### src/sv/owbm_pkg.sv
// ----------------------------------------------------------------------------
// owbm_pkg
// Types and constants shared by the 1-wire bus master files.
// ----------------------------------------------------------------------------
`default_nettype none

package owbm_pkg;

  // Number of bus lines that really exist behind the fixed four-bit ports.
  localparam int unsigned BUS_COUNT = 4;

  localparam int unsigned CFG_W = 10;

  localparam logic [CFG_W-1:0] RESET_LOW_DEF      = 10'd750;
  localparam logic [CFG_W-1:0] RESET_RECOVERY_DEF = 10'd15;
  localparam logic [CFG_W-1:0] PRES_TIMEOUT_DEF   = 10'd200;
  localparam logic [CFG_W-1:0] PRES_END_DEF       = 10'd240;
  localparam logic [CFG_W-1:0] SHORT_LOW_DEF      = 10'd2;
  localparam logic [CFG_W-1:0] SLOT_LONG_DEF      = 10'd61;
  localparam logic [CFG_W-1:0] READ_SAMPLE_DEF    = 10'd3;
  localparam logic [CFG_W-1:0] READ_RECOVERY_DEF  = 10'd56;

  typedef enum logic [2:0] {
    REG_RESET_LOW      = 3'd0,
    REG_RESET_RECOVERY = 3'd1,
    REG_PRES_TIMEOUT   = 3'd2,
    REG_PRES_END       = 3'd3,
    REG_SHORT_LOW      = 3'd4,
    REG_SLOT_LONG      = 3'd5,
    REG_READ_SAMPLE    = 3'd6,
    REG_READ_RECOVERY  = 3'd7
  } owbm_reg_e;

  typedef enum logic [1:0] {
    FUNC_TICK  = 2'd0,
    FUNC_RESET = 2'd1,
    FUNC_WRITE = 2'd2,
    FUNC_READ  = 2'd3
  } owbm_func_e;

  typedef enum logic [3:0] {
    PH_IDLE      = 4'd0,
    PH_RST_LOW   = 4'd1,
    PH_RST_REC   = 4'd2,
    PH_PRES_WAIT = 4'd3,
    PH_PRES_END  = 4'd4,
    PH_WR_A      = 4'd5,
    PH_WR_B      = 4'd6,
    PH_RD_LOW    = 4'd7,
    PH_RD_WAIT   = 4'd8,
    PH_RD_REC    = 4'd9
  } owbm_phase_e;

  typedef struct packed {
    logic [CFG_W-1:0] reset_low_time;
    logic [CFG_W-1:0] reset_recovery_time;
    logic [CFG_W-1:0] presence_timeout;
    logic [CFG_W-1:0] presence_end_timeout;
    logic [CFG_W-1:0] short_low_time;
    logic [CFG_W-1:0] slot_long_time;
    logic [CFG_W-1:0] read_sample_delay;
    logic [CFG_W-1:0] read_recovery_time;
  } owbm_cfg_t;

endpackage

`default_nettype wire

### src/sv/owbm_req_if.sv
// ----------------------------------------------------------------------------
// owbm_req_if
// Request channel of the 1-wire bus master: ticks and commands.
// ----------------------------------------------------------------------------
`default_nettype none

interface owbm_req_if;
  logic       valid;
  logic       ready;
  logic [1:0] func;
  logic [1:0] bus_select;
  logic [7:0] data_byte;
  logic [3:0] line_levels;

  modport source (output valid, output func, output bus_select, output data_byte,
                  output line_levels, input ready);
  modport sink   (input valid, input func, input bus_select, input data_byte,
                  input line_levels, output ready);
endinterface

`default_nettype wire

### src/sv/owbm_rsp_if.sv
// ----------------------------------------------------------------------------
// owbm_rsp_if
// Result channel of the 1-wire bus master: one result per request.
// ----------------------------------------------------------------------------
`default_nettype none

interface owbm_rsp_if;
  logic       valid;
  logic       ready;
  logic [3:0] drive_low_mask;
  logic       busy_res;
  logic       done_res;
  logic       no_presence;
  logic [7:0] read_data;
  logic       rejected;

  modport source (output valid, output drive_low_mask, output busy_res, output done_res,
                  output no_presence, output read_data, output rejected, input ready);
  modport sink   (input valid, input drive_low_mask, input busy_res, input done_res,
                  input no_presence, input read_data, input rejected, output ready);
endinterface

`default_nettype wire

### src/sv/owbm_cfg_regs.sv
// ----------------------------------------------------------------------------
// owbm_cfg_regs
// Slot timing registers of the 1-wire bus master, written through a plain
// write port and loaded with the standard timings at reset.
// ----------------------------------------------------------------------------
`default_nettype none

module owbm_cfg_regs (
  input  wire logic                       clk_i,
  input  wire logic                       rst_ni,
  input  wire logic                       cfg_we_i,
  input  wire logic [2:0]                 cfg_idx_i,
  input  wire logic [owbm_pkg::CFG_W-1:0] cfg_wdata_i,
  output owbm_pkg::owbm_cfg_t             cfg_o
);

  owbm_pkg::owbm_cfg_t cfg_q, cfg_d;

  always_comb begin
    cfg_d = cfg_q;
    if (cfg_we_i) begin
      unique case (owbm_pkg::owbm_reg_e'(cfg_idx_i))
        owbm_pkg::REG_RESET_LOW:      cfg_d.reset_low_time       = cfg_wdata_i;
        owbm_pkg::REG_RESET_RECOVERY: cfg_d.reset_recovery_time  = cfg_wdata_i;
        owbm_pkg::REG_PRES_TIMEOUT:   cfg_d.presence_timeout     = cfg_wdata_i;
        owbm_pkg::REG_PRES_END:       cfg_d.presence_end_timeout = cfg_wdata_i;
        owbm_pkg::REG_SHORT_LOW:      cfg_d.short_low_time       = cfg_wdata_i;
        owbm_pkg::REG_SLOT_LONG:      cfg_d.slot_long_time       = cfg_wdata_i;
        owbm_pkg::REG_READ_SAMPLE:    cfg_d.read_sample_delay    = cfg_wdata_i;
        owbm_pkg::REG_READ_RECOVERY:  cfg_d.read_recovery_time   = cfg_wdata_i;
        default:                      cfg_d = cfg_q;
      endcase
    end
  end

  always_ff @(posedge clk_i or negedge rst_ni) begin
    if (!rst_ni) begin
      cfg_q.reset_low_time       <= owbm_pkg::RESET_LOW_DEF;
      cfg_q.reset_recovery_time  <= owbm_pkg::RESET_RECOVERY_DEF;
      cfg_q.presence_timeout     <= owbm_pkg::PRES_TIMEOUT_DEF;
      cfg_q.presence_end_timeout <= owbm_pkg::PRES_END_DEF;
      cfg_q.short_low_time       <= owbm_pkg::SHORT_LOW_DEF;
      cfg_q.slot_long_time       <= owbm_pkg::SLOT_LONG_DEF;
      cfg_q.read_sample_delay    <= owbm_pkg::READ_SAMPLE_DEF;
      cfg_q.read_recovery_time   <= owbm_pkg::READ_RECOVERY_DEF;
    end else begin
      cfg_q <= cfg_d;
    end
  end

  assign cfg_o = cfg_q;

endmodule

`default_nettype wire

### src/sv/one_wire_bus_master.sv
// ----------------------------------------------------------------------------
// one_wire_bus_master
// 1-wire bus master with one shared timing engine for several bus lines.
// ----------------------------------------------------------------------------
// Usage: every request on req_i is either a one-microsecond tick or a
// command (bus reset with presence detect, write byte, read byte) for the
// bus picked by bus_select. Each request carries the sampled line levels.
// A command that arrives while an operation runs is answered with rejected
// and changes nothing. Each request yields exactly one result on rsp_o,
// which tells which line to pull low, whether the engine is busy, and on
// the finishing request done, the read byte and the presence status.
// The result is valid in the cycle after the request is taken. Throughput
// is one request per cycle, set by the single state register stage
// feeding the result register. It holds a result while rsp_o is stalled;
// req_i.ready is low only while a result waits and is not taken in that
// cycle. The user must write timing registers on the cfg port only while
// the engine is idle; the block does not enforce it. Reset returns the
// engine to idle, releases all lines and loads the standard slot timings.
// ----------------------------------------------------------------------------
`default_nettype none

module one_wire_bus_master (
  input  wire logic                       clk_i,
  input  wire logic                       rst_ni,
  input  wire logic                       cfg_we_i,
  input  wire logic [2:0]                 cfg_idx_i,
  input  wire logic [owbm_pkg::CFG_W-1:0] cfg_wdata_i,
  owbm_req_if.sink                        req_i,
  owbm_rsp_if.source                      rsp_o
);

  owbm_pkg::owbm_cfg_t cfg;

  owbm_cfg_regs u_cfg_regs (
    .clk_i       (clk_i),
    .rst_ni      (rst_ni),
    .cfg_we_i    (cfg_we_i),
    .cfg_idx_i   (cfg_idx_i),
    .cfg_wdata_i (cfg_wdata_i),
    .cfg_o       (cfg)
  );

  // Engine state
  owbm_pkg::owbm_phase_e        phase_q, phase_d;
  logic [owbm_pkg::CFG_W-1:0]   tick_count_q, tick_count_d;
  logic [2:0]                   bit_index_q, bit_index_d;
  logic [7:0]                   shift_byte_q, shift_byte_d;
  logic [1:0]                   active_bus_q, active_bus_d;
  logic                         pres_failed_q, pres_failed_d;

  // Result register
  logic       out_valid_q;
  logic [3:0] drive_mask_q, drive_mask_d;
  logic       busy_q, busy_d;
  logic       done_q, done_d;
  logic [7:0] rdata_q, rdata_d;
  logic       reject_q, reject_d;

  logic                       accept;
  logic [owbm_pkg::CFG_W-1:0] len_sel;
  logic [owbm_pkg::CFG_W-1:0] tick_inc;
  logic                       expired;
  logic [owbm_pkg::CFG_W-1:0] cnt_adv;
  logic                       line_high;
  logic                       bus_ok_d;

  assign req_i.ready = !out_valid_q || rsp_o.ready;
  assign accept      = req_i.valid && req_i.ready;

  // A bus beyond the populated ones reads high and is never pulled.
  assign line_high = (32'(active_bus_q) < owbm_pkg::BUS_COUNT)
                     ? req_i.line_levels[active_bus_q] : 1'b1;

  // One shared phase counter; a phase of length L ends on its L-th tick,
  // and a zero length behaves as one tick.
  assign tick_inc = tick_count_q + 10'd1;
  assign expired  = (tick_inc >= len_sel);
  assign cnt_adv  = expired ? '0 : tick_inc;

  // Next state
  always_comb begin
    phase_d       = phase_q;
    tick_count_d  = tick_count_q;
    bit_index_d   = bit_index_q;
    shift_byte_d  = shift_byte_q;
    active_bus_d  = active_bus_q;
    pres_failed_d = pres_failed_q;
    done_d        = 1'b0;
    rdata_d       = '0;
    reject_d      = 1'b0;

    unique case (phase_q)
      owbm_pkg::PH_RST_LOW:   len_sel = cfg.reset_low_time;
      owbm_pkg::PH_RST_REC:   len_sel = cfg.reset_recovery_time;
      owbm_pkg::PH_PRES_WAIT: len_sel = cfg.presence_timeout;
      owbm_pkg::PH_PRES_END:  len_sel = cfg.presence_end_timeout;
      owbm_pkg::PH_WR_A:      len_sel = shift_byte_q[0] ? cfg.short_low_time
                                                        : cfg.slot_long_time;
      owbm_pkg::PH_WR_B:      len_sel = shift_byte_q[0] ? cfg.slot_long_time
                                                        : cfg.short_low_time;
      owbm_pkg::PH_RD_LOW:    len_sel = cfg.short_low_time;
      owbm_pkg::PH_RD_WAIT:   len_sel = cfg.read_sample_delay;
      owbm_pkg::PH_RD_REC:    len_sel = cfg.read_recovery_time;
      default:                len_sel = cfg.short_low_time;
    endcase

    if (owbm_pkg::owbm_func_e'(req_i.func) != owbm_pkg::FUNC_TICK) begin
      if (phase_q != owbm_pkg::PH_IDLE) begin
        reject_d = 1'b1;
      end else begin
        active_bus_d = req_i.bus_select;
        tick_count_d = '0;
        bit_index_d  = '0;
        priority if (owbm_pkg::owbm_func_e'(req_i.func) == owbm_pkg::FUNC_RESET) begin
          pres_failed_d = 1'b0;
          phase_d       = owbm_pkg::PH_RST_LOW;
        end else if (owbm_pkg::owbm_func_e'(req_i.func) == owbm_pkg::FUNC_WRITE) begin
          shift_byte_d = req_i.data_byte;
          phase_d      = owbm_pkg::PH_WR_A;
        end else begin
          shift_byte_d = '0;
          phase_d      = owbm_pkg::PH_RD_LOW;
        end
      end
    end else begin
      unique case (phase_q)
        owbm_pkg::PH_IDLE: begin
          phase_d = owbm_pkg::PH_IDLE;
        end
        owbm_pkg::PH_RST_LOW: begin
          tick_count_d = cnt_adv;
          if (expired) phase_d = owbm_pkg::PH_RST_REC;
        end
        owbm_pkg::PH_RST_REC: begin
          tick_count_d = cnt_adv;
          if (expired) phase_d = owbm_pkg::PH_PRES_WAIT;
        end
        owbm_pkg::PH_PRES_WAIT: begin
          if (!line_high) begin
            tick_count_d = '0;
            phase_d      = owbm_pkg::PH_PRES_END;
          end else begin
            tick_count_d = cnt_adv;
            if (expired) begin
              pres_failed_d = 1'b1;
              phase_d       = owbm_pkg::PH_IDLE;
              done_d        = 1'b1;
            end
          end
        end
        owbm_pkg::PH_PRES_END: begin
          if (line_high) begin
            tick_count_d = '0;
            phase_d      = owbm_pkg::PH_IDLE;
            done_d       = 1'b1;
          end else begin
            tick_count_d = cnt_adv;
            if (expired) begin
              pres_failed_d = 1'b1;
              phase_d       = owbm_pkg::PH_IDLE;
              done_d        = 1'b1;
            end
          end
        end
        owbm_pkg::PH_WR_A: begin
          tick_count_d = cnt_adv;
          if (expired) phase_d = owbm_pkg::PH_WR_B;
        end
        owbm_pkg::PH_WR_B: begin
          tick_count_d = cnt_adv;
          if (expired) begin
            shift_byte_d = {1'b0, shift_byte_q[7:1]};
            if (bit_index_q == 3'd7) begin
              bit_index_d = '0;
              phase_d     = owbm_pkg::PH_IDLE;
              done_d      = 1'b1;
            end else begin
              bit_index_d = bit_index_q + 3'd1;
              phase_d     = owbm_pkg::PH_WR_A;
            end
          end
        end
        owbm_pkg::PH_RD_LOW: begin
          tick_count_d = cnt_adv;
          if (expired) phase_d = owbm_pkg::PH_RD_WAIT;
        end
        owbm_pkg::PH_RD_WAIT: begin
          tick_count_d = cnt_adv;
          if (expired) begin
            shift_byte_d = {line_high, shift_byte_q[7:1]};
            phase_d      = owbm_pkg::PH_RD_REC;
          end
        end
        owbm_pkg::PH_RD_REC: begin
          tick_count_d = cnt_adv;
          if (expired) begin
            if (bit_index_q == 3'd7) begin
              bit_index_d = '0;
              phase_d     = owbm_pkg::PH_IDLE;
              done_d      = 1'b1;
              rdata_d     = shift_byte_q;
            end else begin
              bit_index_d = bit_index_q + 3'd1;
              phase_d     = owbm_pkg::PH_RD_LOW;
            end
          end
        end
        default: begin
          phase_d = owbm_pkg::PH_IDLE;
        end
      endcase
    end
  end

  // Result fields, taken from the state after this request.
  assign bus_ok_d = (32'(active_bus_d) < owbm_pkg::BUS_COUNT);

  always_comb begin
    drive_mask_d = '0;
    if (bus_ok_d && (phase_d == owbm_pkg::PH_RST_LOW || phase_d == owbm_pkg::PH_WR_A ||
                     phase_d == owbm_pkg::PH_RD_LOW)) begin
      drive_mask_d = 4'b0001 << active_bus_d;
    end
    busy_d = (phase_d != owbm_pkg::PH_IDLE);
  end

  always_ff @(posedge clk_i or negedge rst_ni) begin
    if (!rst_ni) begin
      phase_q       <= owbm_pkg::PH_IDLE;
      tick_count_q  <= '0;
      bit_index_q   <= '0;
      shift_byte_q  <= '0;
      active_bus_q  <= '0;
      pres_failed_q <= 1'b0;
      out_valid_q   <= 1'b0;
    end else begin
      if (accept) begin
        phase_q       <= phase_d;
        tick_count_q  <= tick_count_d;
        bit_index_q   <= bit_index_d;
        shift_byte_q  <= shift_byte_d;
        active_bus_q  <= active_bus_d;
        pres_failed_q <= pres_failed_d;
        out_valid_q   <= 1'b1;
      end else if (rsp_o.ready) begin
        out_valid_q   <= 1'b0;
      end
    end
  end

  always_ff @(posedge clk_i) begin
    if (accept) begin
      drive_mask_q <= drive_mask_d;
      busy_q       <= busy_d;
      done_q       <= done_d;
      rdata_q      <= rdata_d;
      reject_q     <= reject_d;
    end
  end

  assign rsp_o.valid          = out_valid_q;
  assign rsp_o.drive_low_mask = drive_mask_q;
  assign rsp_o.busy_res       = busy_q;
  assign rsp_o.done_res       = done_q;
  assign rsp_o.no_presence    = pres_failed_q;
  assign rsp_o.read_data      = rdata_q;
  assign rsp_o.rejected       = reject_q;

`ifndef NO_ASSERTIONS
  // A rejected command can only arrive while an operation keeps running.
  a_reject_busy: assert property (@(posedge clk_i) disable iff (!rst_ni)
    (out_valid_q && reject_q) |-> busy_q)
    else $error("rejected result while engine idle");

  // Finishing an operation always leaves the engine idle.
  a_done_idle: assert property (@(posedge clk_i) disable iff (!rst_ni)
    (out_valid_q && done_q) |-> (!busy_q && !reject_q))
    else $error("done result while engine still busy");

  // At most one line is pulled low, and only during an operation.
  a_one_line: assert property (@(posedge clk_i) disable iff (!rst_ni)
    out_valid_q |-> ($onehot0(drive_mask_q) && (drive_mask_q == 4'b0000 || busy_q)))
    else $error("bad drive mask");

  // Read data is only presented with a finished operation.
  a_rdata_done: assert property (@(posedge clk_i) disable iff (!rst_ni)
    (out_valid_q && rdata_q != 8'h00) |-> done_q)
    else $error("read data without done");

  // The phase counter is always cleared when the engine returns to idle.
  a_idle_count: assert property (@(posedge clk_i) disable iff (!rst_ni)
    (phase_q == owbm_pkg::PH_IDLE) |-> (tick_count_q == '0 && bit_index_q == 3'd0))
    else $error("idle with stale counters");
`endif

endmodule

`default_nettype wire

### src/flat_wrapper.sv
// flat-port wrapper written by rule: the top's interface ports become plain ports
module one_wire_bus_master_flat 
  (clk_i, rst_ni, cfg_we_i, cfg_idx_i, cfg_wdata_i, req_i_valid, req_i_func, req_i_bus_select, req_i_data_byte, req_i_line_levels, req_i_ready, rsp_o_valid, rsp_o_drive_low_mask, rsp_o_busy_res, rsp_o_done_res, rsp_o_no_presence, rsp_o_read_data, rsp_o_rejected, rsp_o_ready);
  owbm_req_if req_i_i ();
  owbm_rsp_if rsp_o_i ();
  input  wire logic clk_i;
  input  wire logic rst_ni;
  input  wire logic cfg_we_i;
  input  wire logic [2:0] cfg_idx_i;
  input  wire logic [owbm_pkg::CFG_W-1:0] cfg_wdata_i;
  input wire logic [$bits(req_i_i.valid)-1:0] req_i_valid;
  input wire logic [$bits(req_i_i.func)-1:0] req_i_func;
  input wire logic [$bits(req_i_i.bus_select)-1:0] req_i_bus_select;
  input wire logic [$bits(req_i_i.data_byte)-1:0] req_i_data_byte;
  input wire logic [$bits(req_i_i.line_levels)-1:0] req_i_line_levels;
  output wire logic [$bits(req_i_i.ready)-1:0] req_i_ready;
  output wire logic [$bits(rsp_o_i.valid)-1:0] rsp_o_valid;
  output wire logic [$bits(rsp_o_i.drive_low_mask)-1:0] rsp_o_drive_low_mask;
  output wire logic [$bits(rsp_o_i.busy_res)-1:0] rsp_o_busy_res;
  output wire logic [$bits(rsp_o_i.done_res)-1:0] rsp_o_done_res;
  output wire logic [$bits(rsp_o_i.no_presence)-1:0] rsp_o_no_presence;
  output wire logic [$bits(rsp_o_i.read_data)-1:0] rsp_o_read_data;
  output wire logic [$bits(rsp_o_i.rejected)-1:0] rsp_o_rejected;
  input wire logic [$bits(rsp_o_i.ready)-1:0] rsp_o_ready;
  assign req_i_i.valid = req_i_valid;
  assign req_i_i.func = req_i_func;
  assign req_i_i.bus_select = req_i_bus_select;
  assign req_i_i.data_byte = req_i_data_byte;
  assign req_i_i.line_levels = req_i_line_levels;
  assign req_i_ready = req_i_i.ready;
  assign rsp_o_valid = rsp_o_i.valid;
  assign rsp_o_drive_low_mask = rsp_o_i.drive_low_mask;
  assign rsp_o_busy_res = rsp_o_i.busy_res;
  assign rsp_o_done_res = rsp_o_i.done_res;
  assign rsp_o_no_presence = rsp_o_i.no_presence;
  assign rsp_o_read_data = rsp_o_i.read_data;
  assign rsp_o_rejected = rsp_o_i.rejected;
  assign rsp_o_i.ready = rsp_o_ready;
  one_wire_bus_master u_core (.clk_i(clk_i), .rst_ni(rst_ni), .cfg_we_i(cfg_we_i), .cfg_idx_i(cfg_idx_i), .cfg_wdata_i(cfg_wdata_i), .req_i(req_i_i), .rsp_o(rsp_o_i));
endmodule
### config.mk
export PLATFORM = sky130hd
export DESIGN_NAME = one_wire_bus_master_flat
export DESIGN_NICKNAME = d
export VERILOG_FILES = /design/src/sv/owbm_pkg.sv /design/src/sv/owbm_req_if.sv /design/src/sv/owbm_rsp_if.sv /design/src/sv/owbm_cfg_regs.sv /design/src/sv/one_wire_bus_master.sv /design/src/flat_wrapper.sv
export SDC_FILE = /design/constraint.sdc
export NUM_CORES = 1
export LEC_CHECK = 0
export BUFFER_PORTS_ARGS = -buffer_cell sky130_fd_sc_hd__buf_4
export CORE_MARGIN = 5
export CORE_UTILIZATION = 63
export DETAILED_ROUTE_END_ITERATION = 7
export PLACE_DENSITY_LB_ADDON = 0.1
export SYNTH_ARGS = -nofsm -noshare
export SYNTH_HDL_FRONTEND = slang
export SYNTH_SLANG_ARGS = --single-unit
### constraint.sdc
create_clock -name clk_i -period 8.9 [get_ports clk_i]
set_input_delay 0.445 -clock clk_i [delete_from_list [all_inputs] [get_ports clk_i]]
set_output_delay 0.445 -clock clk_i [all_outputs]
set_load 0.005 [all_outputs]
==> impl_metrics.json <==
{
  "cts.sinks": 124,
  "grt_pass1_wl_mm": 26.3,
  "cts_tree": "done",
  "syn_area_sq_um": 6620,
  "drive_above_1_share": 0.353,
  "yosysMostFrequentCell": "mux2_2",
  "port_buffers": 51,
  "vias_per_cell": 6.47,
  "cp_max_fo": 30,
  "syn_nets": 631,
  "via_count": 4981,
  "post-route-util": 0.740,
  "synth-edff-count": 15,
  "r2r-end": "u_core.rsp_o.drive_low_mask[1]$_SDFFCE_PP0P_",
  "synthFlopType": "dfrtp_1",
  "numCtsBuffers": 17,
  "worstMarginPinSlew_ns": 1.12,
  "synth_commonest_cells": "mux2_2, dfrtp_1, a22oi_1",
  "die_x_microns": 112,
  "slew_headroom": 0.249,
  "yosysTopAreaCellShare": 0.303,
  "avgSynthCellArea_sq_um": 11.4,
  "min_path_cells": 2,
  "ys_ff_latch": 124,
  "antenna_found_initial": 0,
  "seq_area_frac_synth": 0.486,
  "rows": 37,
  "clk_latency_ns": 0.53,
  "min_from": "req_i_valid",
  "chipHeight_microns": 112,
  "setup_tns_ns": 0,
  "status": "completed",
  "area_growth_pct": 15.0,
  "detail_route.first_pass.iterations": 6,
  "n_fill_cell": 718,
  "leakage_nw": 3.20,
  "dieArea_sq_um": 12700,
  "gp_congestion": 0.874,
  "cap_viol_max_count": 0,
  "layout_setup_ws_ns": 3.90,
  "async_flop_share": 0.879,
  "clock_skew_ns": 0.0103,
  "drv_slew": 0,
  "required_ns": 9.18,
  "ant_nets": 0,
  "cts-root-buf": "clkbuf_8",
  "vdd_drop_max_mv": 0.169,
  "min_path_type": "in2reg",
  "max_freq_ghz": 0.200,
  "r2r-start": "u_core.phase_q[2]$_DFFE_PN0P_",
  "path_class": "reg2reg",
  "crit_arrival_ns": 5.27,
  "grt_max_degree": 60,
  "worst_hold_path.endpoint": "u_core.rsp_o.valid$_DFFE_PN0P_",
  "rsz0062_at_grt": "no",
  "start_util": 0.644,
  "multi_input_area_sq_um": 3210,
  "cts.htree.levels": 4,
  "ys_types": 61,
  "io-pin-count": 52,
  "core_area_sq_um": 10300,
  "finalNetCount": 672,
  "clkTransAtPathRegs_ns": 0.06,
  "grt_usage": 0.262,
  "synth.largest_area_cell": "dfrtp_1",
  "antenna_cells": 0,
  "crit_path_start_kind": "flop",
  "grt_pass1_vias": 5012,
  "wl_per_cell_microns": 20.4,
  "detailed_place_hpwl_mm": 10.5,
  "yosysWarnings": 0,
  "hold_viol_final": 0,
  "min_period_over_period": 0.562,
  "synth_area_leaders": "dfrtp_1, mux2_2, dfstp_2, edfxtp_1, a22oi_1",
  "reg2regPathDepth": 14,
  "drcViolationCount": 0,
  "clockBufferDepth": 2,
  "p_per_area_nw_per_um2": 280,
  "synthCells": 580,
  "routed_wl_mm": 15.7,
  "crit_path_end_kind": "flop",
  "drtIter0Drc": 468,
  "regArea_sq_um": 3210,
  "postCtsSetupRepairBufs": 0,
  "finalSetupViolations": 0,
  "overflow": 0,
  "period_needed_ns": 5.00,
  "place_ws_ns": 4.00,
  "r2r_slack_ns": 3.90
}
==> per-stage QoR <==
| stage | power (mW) | hold WS (ns) | area (sq um) | instances |
|---|---|---|---|---|
| 3_5_place_dp | 1.52 | 0.488 | 7070 | 737 |
| 6_report | 2.13 | 0.127 | 7610 | 770 |
| 4_1_cts | 2.13 | 0.112 | 7610 | 770 |
| 3_3_place_gp | 1.49 | 0.480 | 7070 | 737 |
| 5_1_grt | 2.26 | 0.116 | 7610 | 770 |
| 2_1_floorplan | 1.32 | 0.149 | 6620 | 580 |
==> metal layers <==
layer / wire length [microns] / vias to the layer above / GRT usage
li1: - / 2272 / -
met1: 6680 / 2494 / 0.338
met2: 7740 / 184 / 0.427
met3: 968 / 31 / 0.0582
met4: 335 / 0 / 0.114
met5: 0 / - / 0
==> worst max-delay path: stages (launching register included) <==
cell and delay [ns]:
dfrtp_1 0.95, nand2b_1 0.33, nor3_1 0.62, buf_4 0.30, a22oi_1 0.11, nand4_1 0.18
a21oi_1 0.07, ha_1 0.36, nand2_1 0.09, nor2_1 0.07, a2111oi_4 0.49, and2_1 0.31
o21ai_0 0.21, o32ai_2 0.37, and4bb_2 0.29
==> cell families after synthesis <==
logic type / count (synthesis) / share of synthesized area
simple gates: 144 / 0.116
compound gates: 142 / 0.155
flops: 124 / 0.486
mux: 99 / 0.169
buf+inv: 46 / 0.0310
fa+ha+maj: 17 / 0.0321
xor+xnor: 8 / 0.0106
==> cells in the final DEF, fill, tap and decap left out, types with 4 or more instances in the layout <==
cell type  Yosys  routed
mux2_2        93      93
dfrtp_1       80      80
buf_4          0      59
a22oi_1       40      40
nand2_1       34      34
dfstp_2       29      29
nor2_1        26      26
o21ai_0       26      26
nand3_1       20      20
a21oi_1       19      19
ha_1          17      17
clkbuf_16      0      16
edfxtp_1      15      15
nand2b_1      11      11
a211oi_1      10      10
inv_1          8       8
a221oi_1       8       8
and2_1         8       8
nor3_1         9       7
a22o_1         7       7
mux2i_1        5       5
nor4_1         5       5
clkbuf_8       0       5
clkinv_2       0       5
o21ai_1        4       4
nor3_2         2       4
and3_1         4       4
xor2_1         4       4
xnor2_1        4       4
nor2b_1        4       4
nand4_1        4       4
nor3b_1        4       4
o21bai_1       4       4
a21o_1         4       4
clkbuf_1      24       4
==> worst max path at each step <==
stage	to	start	slack (ns)	cells after the start
2_1_floorplan	u_core.rsp_o.drive_low_mask[1]$_SDFFCE_PP0P_	u_core.phase_q[0]$_DFFE_PN0P_	4.98	16
3_3_place_gp	u_core.rsp_o.drive_low_mask[1]$_SDFFCE_PP0P_	u_core.phase_q[2]$_DFFE_PN0P_	4.21	14
3_5_place_dp	u_core.rsp_o.drive_low_mask[1]$_SDFFCE_PP0P_	u_core.phase_q[2]$_DFFE_PN0P_	4.00	14
4_1_cts	u_core.rsp_o.drive_low_mask[2]$_SDFFCE_PN0P_	u_core.phase_q[2]$_DFFE_PN0P_	3.99	14
5_1_grt	u_core.rsp_o.drive_low_mask[2]$_SDFFCE_PN0P_	u_core.phase_q[2]$_DFFE_PN0P_	3.51	13
6_report	u_core.rsp_o.drive_low_mask[1]$_SDFFCE_PP0P_	u_core.phase_q[2]$_DFFE_PN0P_	3.90	14
==> state kept, by name, summed over array words and instances (netlist names) <==
register and flops:
u_core.rsp_o.drive_low_mask 4, u_core.rsp_o.rejected 1, u_core.rsp_o.read_data 8, u_core.u_cfg_regs.cfg_o 80
u_core.tick_count_q 10, u_core.bit_index_q 3, u_core.rsp_o.done_res 1, u_core.rsp_o.busy_res 1
u_core.shift_byte_q 8, u_core.rsp_o.valid 1, u_core.phase_q 4, u_core.active_bus_q 2
u_core.rsp_o.no_presence 1
==> power breakdown <==
part	internal [mW]	switching (mW)	leakage, nW	total (mW)
combinational	0.305	0.366	1.48	0.670
clock	0.369	0.238	0.262	0.607
sequential	0.717	0.137	1.45	0.854
==> timing repair <==
| action | 4_1_cts | 5_1_grt |
|---|---|---|
| resized for setup | 0 | 0 |
| hold buffers | 1 | 0 |
| setup endpoints to repair | 0 | 0 |
| hold endpoints to repair | 44 | 0 |
==> final cells by class <==
class	instances	share of cell area
clock buffer	25	0.0637
clock inverter	7	0.00543
inverter	8	0.00395
multi-input combinational	410	0.423
sequential	124	0.423
tap	136	0.0224
timing repair buffer	60	0.0595
No activity file was read; power rests on OpenSTA's default activity.
